===== src/sv/i2cbe_pkg.sv =====
// Shared types and constants for the I2C master bit engine.
package i2cbe_pkg;

  localparam logic [9:0] HALF_PERIOD_RESET = 10'd5;
  localparam logic [7:0] POLL_LIMIT_RESET  = 8'd10;
  localparam int         QUEUE_DEPTH_DEF   = 4;

  // Register indexes on the configuration port (word address bit).
  localparam logic REG_HALF_PERIOD = 1'b0;
  localparam logic REG_POLL_LIMIT  = 1'b1;

  typedef enum logic [2:0] {
    CMD_IDLE  = 3'd0,
    CMD_START = 3'd1,
    CMD_STOP  = 3'd2,
    CMD_ACK   = 3'd3,
    CMD_NACK  = 3'd4,
    CMD_AWAIT = 3'd5,
    CMD_WRITE = 3'd6,
    CMD_READ  = 3'd7
  } cmd_t;

  typedef struct packed {
    logic [9:0] half_period_ticks;
    logic [7:0] ack_poll_limit;
  } cfg_t;

  typedef struct packed {
    cmd_t       cmd;
    logic [7:0] tx_byte;
    logic       sda_sample;
  } item_t;

  typedef struct packed {
    logic       scl_level;
    logic       sda_release;
    logic       busy_res;
    logic       done_res;
    logic [7:0] rx_byte;
    logic       ack_seen;
  } res_t;

endpackage


===== src/sv/i2cbe_if.sv =====
// Valid/ready channel interfaces for the command input and the result output.
interface i2cbe_in_if;
  logic       valid;
  logic       ready;
  logic [2:0] action;
  logic [7:0] tx_byte;
  logic       sda_sample;

  modport source (output valid, output action, output tx_byte, output sda_sample,
                  input ready);
  modport sink (input valid, input action, input tx_byte, input sda_sample,
                output ready);
endinterface

interface i2cbe_out_if;
  logic       valid;
  logic       ready;
  logic       scl_level;
  logic       sda_release;
  logic       busy_res;
  logic       done_res;
  logic [7:0] rx_byte;
  logic       ack_seen;

  modport source (output valid, output scl_level, output sda_release,
                  output busy_res, output done_res, output rx_byte,
                  output ack_seen, input ready);
  modport sink (input valid, input scl_level, input sda_release, input busy_res,
                input done_res, input rx_byte, input ack_seen, output ready);
endinterface


===== src/sv/i2cbe_front.sv =====
// Front end: decodes the action field and pushes the item into the queue.
module i2cbe_front
  import i2cbe_pkg::*;
(
  input  logic       in_valid,
  output logic       in_ready,
  input  logic [2:0] in_action,
  input  logic [7:0] in_tx_byte,
  input  logic       in_sda_sample,
  input  logic       q_full,
  output logic       q_push,
  output item_t      q_item
);

  cmd_t cmd;

  // Every action code maps onto a command; a tick is the idle code.
  assign cmd = cmd_t'(in_action);

  assign in_ready = !q_full;
  assign q_push   = in_valid && !q_full;

  // The byte only matters to a write; other items carry zero.
  assign q_item.cmd        = cmd;
  assign q_item.tx_byte    = (cmd == CMD_WRITE) ? in_tx_byte : 8'd0;
  assign q_item.sda_sample = in_sda_sample;

endmodule


===== src/sv/i2cbe_queue.sv =====
// Small FIFO between the front end and the bit engine.
module i2cbe_queue
  import i2cbe_pkg::*;
#(
  parameter int DEPTH = QUEUE_DEPTH_DEF
) (
  input  logic  clk,
  input  logic  rst_n,
  input  logic  push,
  input  item_t push_item,
  input  logic  pop,
  output logic  full,
  output logic  not_empty,
  output item_t head
);

  localparam int PW = (DEPTH > 1) ? $clog2(DEPTH) : 1;
  localparam int CW = $clog2(DEPTH + 1);

  item_t          mem [DEPTH];
  logic [PW-1:0]  wr_ptr_r, rd_ptr_r;
  logic [CW-1:0]  cnt_r;

  function automatic logic [PW-1:0] ptr_inc(input logic [PW-1:0] p);
    return (p == PW'(DEPTH - 1)) ? '0 : p + 1'b1;
  endfunction

  assign full      = (cnt_r == CW'(DEPTH));
  assign not_empty = (cnt_r != '0);
  assign head      = mem[rd_ptr_r];

  always_ff @(posedge clk) begin
    if (push) begin
      mem[wr_ptr_r] <= push_item;
    end
  end

  always_ff @(posedge clk) begin
    if (!rst_n) begin
      wr_ptr_r <= '0;
      rd_ptr_r <= '0;
      cnt_r    <= '0;
    end else begin
      if (push) begin
        wr_ptr_r <= ptr_inc(wr_ptr_r);
      end
      if (pop) begin
        rd_ptr_r <= ptr_inc(rd_ptr_r);
      end
      if (push && !pop) begin
        cnt_r <= cnt_r + 1'b1;
      end else if (pop && !push) begin
        cnt_r <= cnt_r - 1'b1;
      end
    end
  end

`ifndef SYNTHESIS
  a_cnt_bound: assert property (@(posedge clk) disable iff (!rst_n)
    cnt_r <= CW'(DEPTH)) else $error("queue count over depth");
  a_no_pop_empty: assert property (@(posedge clk) disable iff (!rst_n)
    pop |-> not_empty) else $error("pop from empty queue");
  a_no_push_full: assert property (@(posedge clk) disable iff (!rst_n)
    push |-> !full) else $error("push into full queue");
`endif

endmodule


===== src/sv/i2cbe_back.sv =====
// Back end: the bit engine proper, stepped once per queued item, with an output register.
module i2cbe_back
  import i2cbe_pkg::*;
(
  input  logic  clk,
  input  logic  rst_n,
  input  cfg_t  cfg,
  input  logic  q_not_empty,
  input  item_t q_head,
  output logic  q_pop,
  output logic  out_valid,
  input  logic  out_ready,
  output res_t  out_res
);

  localparam logic [3:0] PH_0 = 4'd0;
  localparam logic [3:0] PH_1 = 4'd1;
  localparam logic [3:0] PH_2 = 4'd2;
  localparam logic [3:0] PH_3 = 4'd3;
  localparam logic [3:0] PH_4 = 4'd4;

  cmd_t       cmd_r, cmd_nxt;
  logic [3:0] phase_r, phase_nxt;
  logic [3:0] bit_r, bit_nxt;
  logic [7:0] shift_r, shift_nxt;
  logic [9:0] dly_r, dly_nxt;
  logic [7:0] poll_r, poll_nxt;
  logic       scl_r, scl_nxt;
  logic       sda_r, sda_nxt;
  logic       ack_r, ack_nxt;
  logic [7:0] rx_r, rx_nxt;
  logic       done;
  logic       step;
  logic       out_valid_r;
  res_t       out_res_r;
  logic [9:0] h;
  logic [7:0] lim;
  logic [9:0] dly_dec;
  logic [7:0] poll_base;

  assign h   = (cfg.half_period_ticks == '0) ? 10'd1 : cfg.half_period_ticks;
  assign lim = (cfg.ack_poll_limit == '0) ? 8'd1 : cfg.ack_poll_limit;

  assign step      = q_not_empty && (!out_valid_r || out_ready);
  assign q_pop     = step;
  assign out_valid = out_valid_r;
  assign out_res   = out_res_r;
  assign dly_dec   = dly_r - 10'd1;

  always_comb begin
    cmd_nxt   = cmd_r;
    phase_nxt = phase_r;
    bit_nxt   = bit_r;
    shift_nxt = shift_r;
    dly_nxt   = dly_r;
    poll_nxt  = poll_r;
    scl_nxt   = scl_r;
    sda_nxt   = sda_r;
    ack_nxt   = ack_r;
    rx_nxt    = rx_r;
    done      = 1'b0;
    poll_base = (phase_r == PH_1) ? lim : poll_r;

    if (cmd_r == CMD_IDLE) begin
      if (q_head.cmd != CMD_IDLE) begin
        cmd_nxt   = q_head.cmd;
        bit_nxt   = '0;
        phase_nxt = PH_0;
        dly_nxt   = h;
        case (q_head.cmd)
          CMD_START: begin scl_nxt = 1'b1; sda_nxt = 1'b1; end
          CMD_STOP:  begin scl_nxt = 1'b1; sda_nxt = 1'b0; end
          CMD_ACK:   begin scl_nxt = 1'b1; sda_nxt = 1'b0; end
          CMD_NACK:  begin scl_nxt = 1'b1; sda_nxt = 1'b1; end
          CMD_AWAIT: begin sda_nxt = 1'b1; end
          CMD_WRITE: begin
            shift_nxt = q_head.tx_byte;
            scl_nxt   = 1'b0;
            sda_nxt   = q_head.tx_byte[7];
            dly_nxt   = 10'd1;
          end
          default: begin
            shift_nxt = '0;
            scl_nxt   = 1'b0;
            sda_nxt   = 1'b1;
          end
        endcase
      end
    end else begin
      dly_nxt = dly_dec;
      if (dly_dec == '0) begin
        case (cmd_r)
          CMD_START: begin
            if (phase_r == PH_0) begin
              phase_nxt = PH_1; scl_nxt = 1'b1; sda_nxt = 1'b0; dly_nxt = h;
            end else begin
              scl_nxt = 1'b0; done = 1'b1;
            end
          end
          CMD_STOP: begin
            if (phase_r == PH_0) begin
              phase_nxt = PH_1; scl_nxt = 1'b1; sda_nxt = 1'b1; dly_nxt = h;
            end else begin
              done = 1'b1;
            end
          end
          CMD_ACK, CMD_NACK: begin
            scl_nxt = 1'b0; done = 1'b1;
          end
          CMD_AWAIT: begin
            if (phase_r == PH_0) begin
              phase_nxt = PH_1; scl_nxt = 1'b1; sda_nxt = 1'b1; dly_nxt = h;
            end else if (phase_r == PH_2 && poll_r == '0) begin
              phase_nxt = PH_3; scl_nxt = 1'b1; sda_nxt = 1'b0; dly_nxt = h;
            end else if (phase_r == PH_1 || phase_r == PH_2) begin
              // One acknowledge sample; a low level ends the command.
              if (!q_head.sda_sample) begin
                poll_nxt = poll_base;
                scl_nxt  = 1'b0;
                ack_nxt  = 1'b1;
                done     = 1'b1;
              end else begin
                poll_nxt  = poll_base - 8'd1;
                phase_nxt = PH_2;
                sda_nxt   = 1'b1;
                dly_nxt   = h;
              end
            end else if (phase_r == PH_3) begin
              phase_nxt = PH_4; scl_nxt = 1'b1; sda_nxt = 1'b1; dly_nxt = h;
            end else begin
              ack_nxt = 1'b0; done = 1'b1;
            end
          end
          CMD_WRITE: begin
            if (phase_r == PH_0) begin
              phase_nxt = PH_1; scl_nxt = 1'b1; dly_nxt = h;
            end else begin
              shift_nxt = {shift_r[6:0], 1'b0};
              bit_nxt   = bit_r + 4'd1;
              if (bit_nxt >= 4'd8) begin
                scl_nxt = 1'b0; done = 1'b1;
              end else begin
                phase_nxt = PH_0; scl_nxt = 1'b0; sda_nxt = shift_r[6]; dly_nxt = 10'd1;
              end
            end
          end
          CMD_READ: begin
            if (phase_r == PH_0) begin
              phase_nxt = PH_1; scl_nxt = 1'b1; sda_nxt = 1'b1; dly_nxt = h;
            end else begin
              shift_nxt = {shift_r[6:0], q_head.sda_sample};
              bit_nxt   = bit_r + 4'd1;
              if (bit_nxt >= 4'd8) begin
                scl_nxt = 1'b0;
                rx_nxt  = shift_nxt;
                done    = 1'b1;
              end else begin
                phase_nxt = PH_0; scl_nxt = 1'b0; sda_nxt = 1'b1; dly_nxt = h;
              end
            end
          end
          default: begin
            done = 1'b1;
          end
        endcase
        if (done) begin
          cmd_nxt   = CMD_IDLE;
          phase_nxt = PH_0;
          dly_nxt   = '0;
        end
      end
    end
  end

  always_ff @(posedge clk) begin
    if (!rst_n) begin
      cmd_r       <= CMD_IDLE;
      phase_r     <= PH_0;
      bit_r       <= '0;
      shift_r     <= '0;
      dly_r       <= '0;
      poll_r      <= '0;
      scl_r       <= 1'b1;
      sda_r       <= 1'b1;
      ack_r       <= 1'b0;
      rx_r        <= '0;
      out_valid_r <= 1'b0;
    end else begin
      if (step) begin
        cmd_r   <= cmd_nxt;
        phase_r <= phase_nxt;
        bit_r   <= bit_nxt;
        shift_r <= shift_nxt;
        dly_r   <= dly_nxt;
        poll_r  <= poll_nxt;
        scl_r   <= scl_nxt;
        sda_r   <= sda_nxt;
        ack_r   <= ack_nxt;
        rx_r    <= rx_nxt;
        out_valid_r <= 1'b1;
      end else if (out_ready) begin
        out_valid_r <= 1'b0;
      end
    end
  end

  always_ff @(posedge clk) begin
    if (step) begin
      out_res_r.scl_level   <= scl_nxt;
      out_res_r.sda_release <= sda_nxt;
      out_res_r.busy_res    <= (cmd_nxt != CMD_IDLE);
      out_res_r.done_res    <= done;
      out_res_r.rx_byte     <= rx_nxt;
      out_res_r.ack_seen    <= ack_nxt;
    end
  end

`ifndef SYNTHESIS
  a_busy_has_delay: assert property (@(posedge clk) disable iff (!rst_n)
    (cmd_r != CMD_IDLE) |-> (dly_r != '0)) else $error("busy with zero delay");
  a_bit_bound: assert property (@(posedge clk) disable iff (!rst_n)
    bit_r <= 4'd8) else $error("bit counter past eight");
  a_done_idles: assert property (@(posedge clk) disable iff (!rst_n)
    (step && done) |=> (cmd_r == CMD_IDLE)) else $error("engine busy after done");
  a_done_out: assert property (@(posedge clk) disable iff (!rst_n)
    (out_valid_r && out_res_r.done_res) |-> !out_res_r.busy_res)
    else $error("done reported while busy");
`endif

endmodule


===== src/sv/i2c_master_bit_engine_top.sv =====
// Top level of the I2C master bit engine: channels, configuration registers, front, queue, back.
//
//   Channel   Direction  Handshake        Carries
//   in_chan   input      valid/ready      action, tx_byte, sda_sample
//   out_chan  output     valid/ready      scl_level, sda_release, busy_res, done_res,
//                                         rx_byte, ack_seen
//   cfg (APB) input      psel/penable     half_period_ticks at 0x0, ack_poll_limit at 0x4
//
// The engine takes one item per clock cycle unless a stalled output holds it;
// each transfer on the input yields exactly one transfer on the output. An
// accepted item is written into the queue; the engine steps it once it is at the
// head of the queue and the output register is free, and its result is held in
// the output register until it transfers. The rate is set by the single engine
// state update per cycle. Reset is synchronous and active low. While the output
// is stalled the queue keeps taking up to QUEUE_DEPTH items.
module i2c_master_bit_engine_top
  import i2cbe_pkg::*;
#(
  parameter int QUEUE_DEPTH = QUEUE_DEPTH_DEF
) (
  input  logic               clk,
  input  logic               rst_n,
  i2cbe_in_if.sink           in_chan,
  i2cbe_out_if.source        out_chan,
  input  logic               psel,
  input  logic               penable,
  input  logic               pwrite,
  input  logic [2:0]         paddr,
  input  logic [31:0]        pwdata,
  output logic [31:0]        prdata,
  output logic               pready
);

  logic [9:0] half_r;
  logic [7:0] poll_lim_r;
  cfg_t       cfg;
  logic       cfg_wr;
  logic       q_full;
  logic       q_push;
  logic       q_pop;
  logic       q_not_empty;
  item_t      q_in;
  item_t      q_head;
  res_t       res;

  // Configuration registers. Writes are only expected while the engine is idle,
  // so the engine reads them directly without a shadow copy.
  assign pready = 1'b1;
  assign cfg_wr = psel && penable && pwrite && pready;

  always_ff @(posedge clk) begin
    if (!rst_n) begin
      half_r     <= HALF_PERIOD_RESET;
      poll_lim_r <= POLL_LIMIT_RESET;
    end else if (cfg_wr) begin
      if (paddr[2] == REG_HALF_PERIOD) begin
        half_r <= pwdata[9:0];
      end else begin
        poll_lim_r <= pwdata[7:0];
      end
    end
  end

  always_comb begin
    case (paddr[2])
      REG_HALF_PERIOD: prdata = {22'd0, half_r};
      REG_POLL_LIMIT:  prdata = {24'd0, poll_lim_r};
      default:         prdata = '0;
    endcase
  end

  assign cfg.half_period_ticks = half_r;
  assign cfg.ack_poll_limit    = poll_lim_r;

  // The front decodes each transfer; the queue lets it keep accepting while the
  // back end waits on a stalled output.
  i2cbe_front u_front (
    .in_valid      (in_chan.valid),
    .in_ready      (in_chan.ready),
    .in_action     (in_chan.action),
    .in_tx_byte    (in_chan.tx_byte),
    .in_sda_sample (in_chan.sda_sample),
    .q_full        (q_full),
    .q_push        (q_push),
    .q_item        (q_in)
  );

  i2cbe_queue #(
    .DEPTH (QUEUE_DEPTH)
  ) u_queue (
    .clk       (clk),
    .rst_n     (rst_n),
    .push      (q_push),
    .push_item (q_in),
    .pop       (q_pop),
    .full      (q_full),
    .not_empty (q_not_empty),
    .head      (q_head)
  );

  // The back end holds the bus state and registers each result.
  i2cbe_back u_back (
    .clk         (clk),
    .rst_n       (rst_n),
    .cfg         (cfg),
    .q_not_empty (q_not_empty),
    .q_head      (q_head),
    .q_pop       (q_pop),
    .out_valid   (out_chan.valid),
    .out_ready   (out_chan.ready),
    .out_res     (res)
  );

  assign out_chan.scl_level   = res.scl_level;
  assign out_chan.sda_release = res.sda_release;
  assign out_chan.busy_res    = res.busy_res;
  assign out_chan.done_res    = res.done_res;
  assign out_chan.rx_byte     = res.rx_byte;
  assign out_chan.ack_seen    = res.ack_seen;

endmodule


===== src/flat_wrapper.sv =====
// flat-port wrapper written by rule: the top's interface ports become plain ports
module i2c_master_bit_engine_top_flat import i2cbe_pkg::*;
#(
  parameter int QUEUE_DEPTH = QUEUE_DEPTH_DEF
)
  (clk, rst_n, psel, penable, pwrite, paddr, pwdata, prdata, pready, in_chan_valid, in_chan_action, in_chan_tx_byte, in_chan_sda_sample, in_chan_ready, out_chan_valid, out_chan_scl_level, out_chan_sda_release, out_chan_busy_res, out_chan_done_res, out_chan_rx_byte, out_chan_ack_seen, out_chan_ready);
  i2cbe_in_if in_chan_i ();
  i2cbe_out_if out_chan_i ();
  input  logic clk;
  input  logic rst_n;
  input  logic psel;
  input  logic penable;
  input  logic pwrite;
  input  logic [2:0] paddr;
  input  logic [31:0] pwdata;
  output logic [31:0] prdata;
  output logic pready;
  input wire logic [$bits(in_chan_i.valid)-1:0] in_chan_valid;
  input wire logic [$bits(in_chan_i.action)-1:0] in_chan_action;
  input wire logic [$bits(in_chan_i.tx_byte)-1:0] in_chan_tx_byte;
  input wire logic [$bits(in_chan_i.sda_sample)-1:0] in_chan_sda_sample;
  output wire logic [$bits(in_chan_i.ready)-1:0] in_chan_ready;
  output wire logic [$bits(out_chan_i.valid)-1:0] out_chan_valid;
  output wire logic [$bits(out_chan_i.scl_level)-1:0] out_chan_scl_level;
  output wire logic [$bits(out_chan_i.sda_release)-1:0] out_chan_sda_release;
  output wire logic [$bits(out_chan_i.busy_res)-1:0] out_chan_busy_res;
  output wire logic [$bits(out_chan_i.done_res)-1:0] out_chan_done_res;
  output wire logic [$bits(out_chan_i.rx_byte)-1:0] out_chan_rx_byte;
  output wire logic [$bits(out_chan_i.ack_seen)-1:0] out_chan_ack_seen;
  input wire logic [$bits(out_chan_i.ready)-1:0] out_chan_ready;
  assign in_chan_i.valid = in_chan_valid;
  assign in_chan_i.action = in_chan_action;
  assign in_chan_i.tx_byte = in_chan_tx_byte;
  assign in_chan_i.sda_sample = in_chan_sda_sample;
  assign in_chan_ready = in_chan_i.ready;
  assign out_chan_valid = out_chan_i.valid;
  assign out_chan_scl_level = out_chan_i.scl_level;
  assign out_chan_sda_release = out_chan_i.sda_release;
  assign out_chan_busy_res = out_chan_i.busy_res;
  assign out_chan_done_res = out_chan_i.done_res;
  assign out_chan_rx_byte = out_chan_i.rx_byte;
  assign out_chan_ack_seen = out_chan_i.ack_seen;
  assign out_chan_i.ready = out_chan_ready;
  i2c_master_bit_engine_top #(.QUEUE_DEPTH(QUEUE_DEPTH)) u_core (.clk(clk), .rst_n(rst_n), .in_chan(in_chan_i), .out_chan(out_chan_i), .psel(psel), .penable(penable), .pwrite(pwrite), .paddr(paddr), .pwdata(pwdata), .prdata(prdata), .pready(pready));
endmodule

===== config.mk =====
export PLATFORM = sky130hd
export DESIGN_NAME = i2c_master_bit_engine_top_flat
export DESIGN_NICKNAME = d
export VERILOG_FILES = /design/src/sv/i2cbe_pkg.sv /design/src/sv/i2cbe_if.sv /design/src/sv/i2cbe_front.sv /design/src/sv/i2cbe_queue.sv /design/src/sv/i2cbe_back.sv /design/src/sv/i2c_master_bit_engine_top.sv /design/src/flat_wrapper.sv
export SDC_FILE = /design/constraint.sdc
export NUM_CORES = 1
export LEC_CHECK = 0
export BUFFER_PORTS_ARGS = -buffer_cell sky130_fd_sc_hd__buf_2
export CORE_AREA = 2 2 119 121
export CTS_BUF_LIST = sky130_fd_sc_hd__clkbuf_8 sky130_fd_sc_hd__clkbuf_16
export DETAILED_ROUTE_END_ITERATION = 10
export DIE_AREA = 0 0 121 123
export MAX_ROUTING_LAYER = met4
export PLACE_DENSITY = 0.76
export SLEW_MARGIN = 5
export SYNTH_ARGS = -nofsm -noshare
export SYNTH_HDL_FRONTEND = slang
export SYNTH_HIERARCHICAL = 1
export SYNTH_SLANG_ARGS = --single-unit

===== constraint.sdc =====
create_clock -name clk -period 7.6 [get_ports clk]
set_input_delay 1.52 -clock clk [delete_from_list [all_inputs] [get_ports clk]]
set_output_delay 1.52 -clock clk [all_outputs]
set_load 0.02 [all_outputs]

==> run summary <==
• **via count of the first global-routing pass** 5311
• **worst-skew pair later-pin latency** 0.43 ns
• **amount of wire on met2 after detailed routing** 8230 um
• **data required time at the worst endpoint** 6.08 ns
• **Port Buffers** 54
• **pin count of the biggest net entering global routing** 52
• **list of cells traversed by the critical path** buf_2 > mux2_2 > buf_2
• **total number of placement rows** 43
• **HPWL after detailed placement** 11100 um
• **CTS tree** built
• **TritonCTS sink count** 135
• **Chip Width** 121 um
• **multiplexer share of the synthesized area** 11.5%
• **number of warnings printed during yosys synthesis** 6
• **share of the synthesized area in the top cell type** 25.0%
• **Worst Setup Path Type** in2out
• **number of vias in the routed layout** 5644
• **GP Congestion** 0.941
• **maximum net fanout on the critical path** 12
• **gr usage total** 23.4%
• **drt first pass iters** 5
• **ys flop type** sky130_fd_sc_hd__dfxtp_1
• **Total Power** 3.11 mW
• **Reg clk slew, reported paths** 0.06 ns
• **most frequent standard cell in the layout excluding fill and tap cells** sky130_fd_sc_hd__dfxtp_1
• **worst max-slew margin expressed relative to the limit** 21.2%
• **DRC violation total after the first TritonRoute iteration** 569
• **critical path's top delay family** buffers and inverters
• **relative area change from synthesis to final layout** 10.8%
• **synthesized area** 0.00733 mm^2
• **Min-Delay Path Class** reg2reg
• **Wirelength per Cell** 17.7 um
• **Worst IR Drop VDD** 269 uV
• **library cell contributing the largest single delay on the critical path** sky130_fd_sc_hd__mux2_2
• **kind of launch point of the worst setup path** input pin
• **Top cell by count, worst path** sky130_fd_sc_hd__buf_2
• **starting utilization of the core area** 53.8%
• **highest signal layer in the routed design** met4
• **Max stage delay on crit path** 0.38 ns
• **end point of the worst hold path** u_core/u_back/bit_r[1]$_SDFFE_PN0P_
• **number of buffer and inverter instances along the worst setup path** 2
• **CTS resizes** 0
• **buffer type at the clock tree root** sky130_fd_sc_hd__clkbuf_16
• **setup slack of the worst register-to-register path** 4.12 ns
• **XOR/XNOR Fraction of Synth Area** 2.24%
• **number of buffers inserted during clock tree synthesis** 17
• **sum of routed wire length over all layers** 16400 um
• **sum of negative setup slack** 0 ns
• **Avg Cell Area, Syn** 10.5 um^2
• **final antenna-violating net count** 0
• **clock skew** 0.0131 ns
• **Synth area leader** sky130_fd_sc_hd__edfxtp_1
• **top library cells by usage in the layout, fill and taps aside** 74 x sky130_fd_sc_hd__dfxtp_1, 61 x sky130_fd_sc_hd__edfxtp_1, 60 x sky130_fd_sc_hd__nand2_1, 54 x sky130_fd_sc_hd__buf_2, 48 x sky130_fd_sc_hd__nor2_1
• **depth of the worst hold-timing path** 2
• **filler instances** 1116
• **area of the placeable core** 0.0136 mm^2
• **Final min period** 3.84 ns
• **Worst Min Path Start** u_core/u_back/bit_r[1]$_SDFFE_PN0P_
• **DRC** 0
• **post-synthesis sequential element count** 135
• **number of enable flip-flop cells after synthesis** 61
• **cell types occupying the most area after synthesis** sky130_fd_sc_hd__edfxtp_1 25%, sky130_fd_sc_hd__dfxtp_1 20%, sky130_fd_sc_hd__mux2i_1 4.9%
• **initial antenna violation count** 0
• **kind of capture point of the worst setup path** output port
• **Die Outline Area** 0.0149 mm^2
• **least setup slack across all paths after layout** 3.76 ns
• **CTS H-tree depth** 4
• **max-slew violation total from the final report** 0
• **critical path data arrival time** 2.32 ns
• **Final Hold Fails** 0
• **max-cap viol count** 0
• **Ant. Diodes** 0
• **Setup Viol. Count Final** 0
• **adder-cell share of the synthesized area** 1.98%
• **Vert. Die Dim** 123 um
• **Max Root-Sink Buffers** 2
• **final core utilization** 59.6%
• **fmax** 261 MHz
• **setup repair after global routing missed its margin** no
• **via density per instance** 6.07
• **post-synthesis compound-gate area fraction** 14.7%
• **buffers inserted by post-CTS timing repair** 0
• **Post-Syn Instances** 699
• **logic depth of the worst register-to-register path** 7
• **met3 wire length** 1180 um
• **Lkg Pwr** 2.97 nW
• **share of layout cells above drive strength 1** 19.9%
• **grt ovf** 0
• **result of the run** finished clean
• **share of synthesized cell area in and, or, nand and nor gates** 18.0%
• **# nets final** 802
• **first-pass GRT wire length** 26400 um
• **power per cell area** 384 mW/mm^2
• **total of hold buffers inserted after clock tree synthesis** 0
• **Worst R2R End** u_core/u_back/phase_r[1]$_SDFFE_PN0P_
• **worst hold slack across all endpoints** 0.484 ns
• **sequential-to-total area share from yosys stat** 45.2%
• **largest family of logic cells by synthesized area** simple AND/OR/NAND/NOR gates
• **number of placed I/O pins** 102
• **M1 wire length** 6800 um
• **async set-reset flop share out of synthesis** 0%
• **period utilization** 50.5%
• **measured slew at the worst slew-check pin** 1.18 ns
• **pre-CTS setup slack** 3.77 ns
• **unique cell type count in the Yosys netlist** 95
[cell usage after synthesis (all sizes together) (12+ instances only)]
master,instances
a211oi,12
a21oi,30
buf,46
clkbuf,14
dfxtp,74
edfxtp,61
inv,17
mux2,18
mux2i,36
mux4,12
nand2,60
nand3,16
nor2,50
nor2b,17
nor3,16
o21ai,42
[state kept, by name, summed over array words and instances (netlist names), named ones only]
signal / cells
u_core/u_queue/mem: 48
u_core/u_back/out_res: 13
u_core/half_r: 10
u_core/u_back/dly_r: 10
u_core/poll_lim_r: 8
u_core/u_back/poll_r: 8
u_core/u_back/rx_r: 8
u_core/u_back/shift_r: 7
u_core/u_back/bit_r: 4
u_core/u_back/cmd_r: 3
u_core/u_back/phase_r: 3
u_core/u_queue/cnt_r: 3
u_core/u_queue/rd_ptr_r: 2
u_core/u_queue/wr_ptr_r: 2
u_core/u_back/ack_r: 1
u_core/u_back/out_valid: 1
u_core/u_back/scl_r: 1
u_core/u_back/sda_r: 1
[report_power, final]
group | internal [mW] | switching [mW]
Sequential | 0.906 | 0.162
Combinational | 0.484 | 0.771
Clock | 0.437 | 0.355
[metrics by stage]
stage          area [um^2]  instances
2_1_floorplan         7400        720
3_3_place_gp          7540        898
3_5_place_dp          7540        898
4_1_cts               8120        930
5_1_grt               8120        930
6_report              8120        930
[layout make-up]
class                           instances  area [um^2]  share of cell area (%)
Sequential cell                       135         3310                    40.8
Tap cell                              180          225                    2.77
Multi-Input combinational cell        507         3630                    44.7
Clock inverter                         15          154                    1.90
Inverter                               18         67.6                   0.832
Timing Repair Buffer                   58          300                    3.70
Clock buffer                           17          425                    5.24
[worst reg2reg max path: cells and delay by family, from the launching register on]
kind,cells,cell delay (ns)
multiplexers,1,0.49
flip-flops,1,0.83
AND/OR/NAND/NOR,4,1.29
AO/OA/AOI/OAI,2,0.76
[kinds of logic (layout without fill, tap and decap cells)]
kind of cell,after synthesis,in the layout
multiplexers,66,66
adder cells (fa/ha/maj),11,11
AO/OA/AOI/OAI,153,153
flip-flops,135,135
AND/OR/NAND/NOR,237,237
XOR/XNOR,17,17
other,2,23
buffers and inverters,78,108
[worst max-delay path by stage]
stage | start | to | depth (start not counted)
final | paddr[2] | prdata[1] | 3
after CTS | paddr[2] | prdata[2] | 3
after global placement | paddr[2] | prdata[0] | 3
after detailed placement | paddr[2] | prdata[2] | 3
after global routing | paddr[2] | prdata[4] | 3
after floorplan | out_chan_ready | u_core/u_queue/cnt_r[2]$_SDFFE_PN0P_ | 11
[metal layers]
layer,GRT usage (%),up-vias
li1,-,2648
met1,28.5,2739
met2,38.6,227
met3,6.37,30
met4,6.69,0
met5,-,-
(Power assumes the default switching activity.)
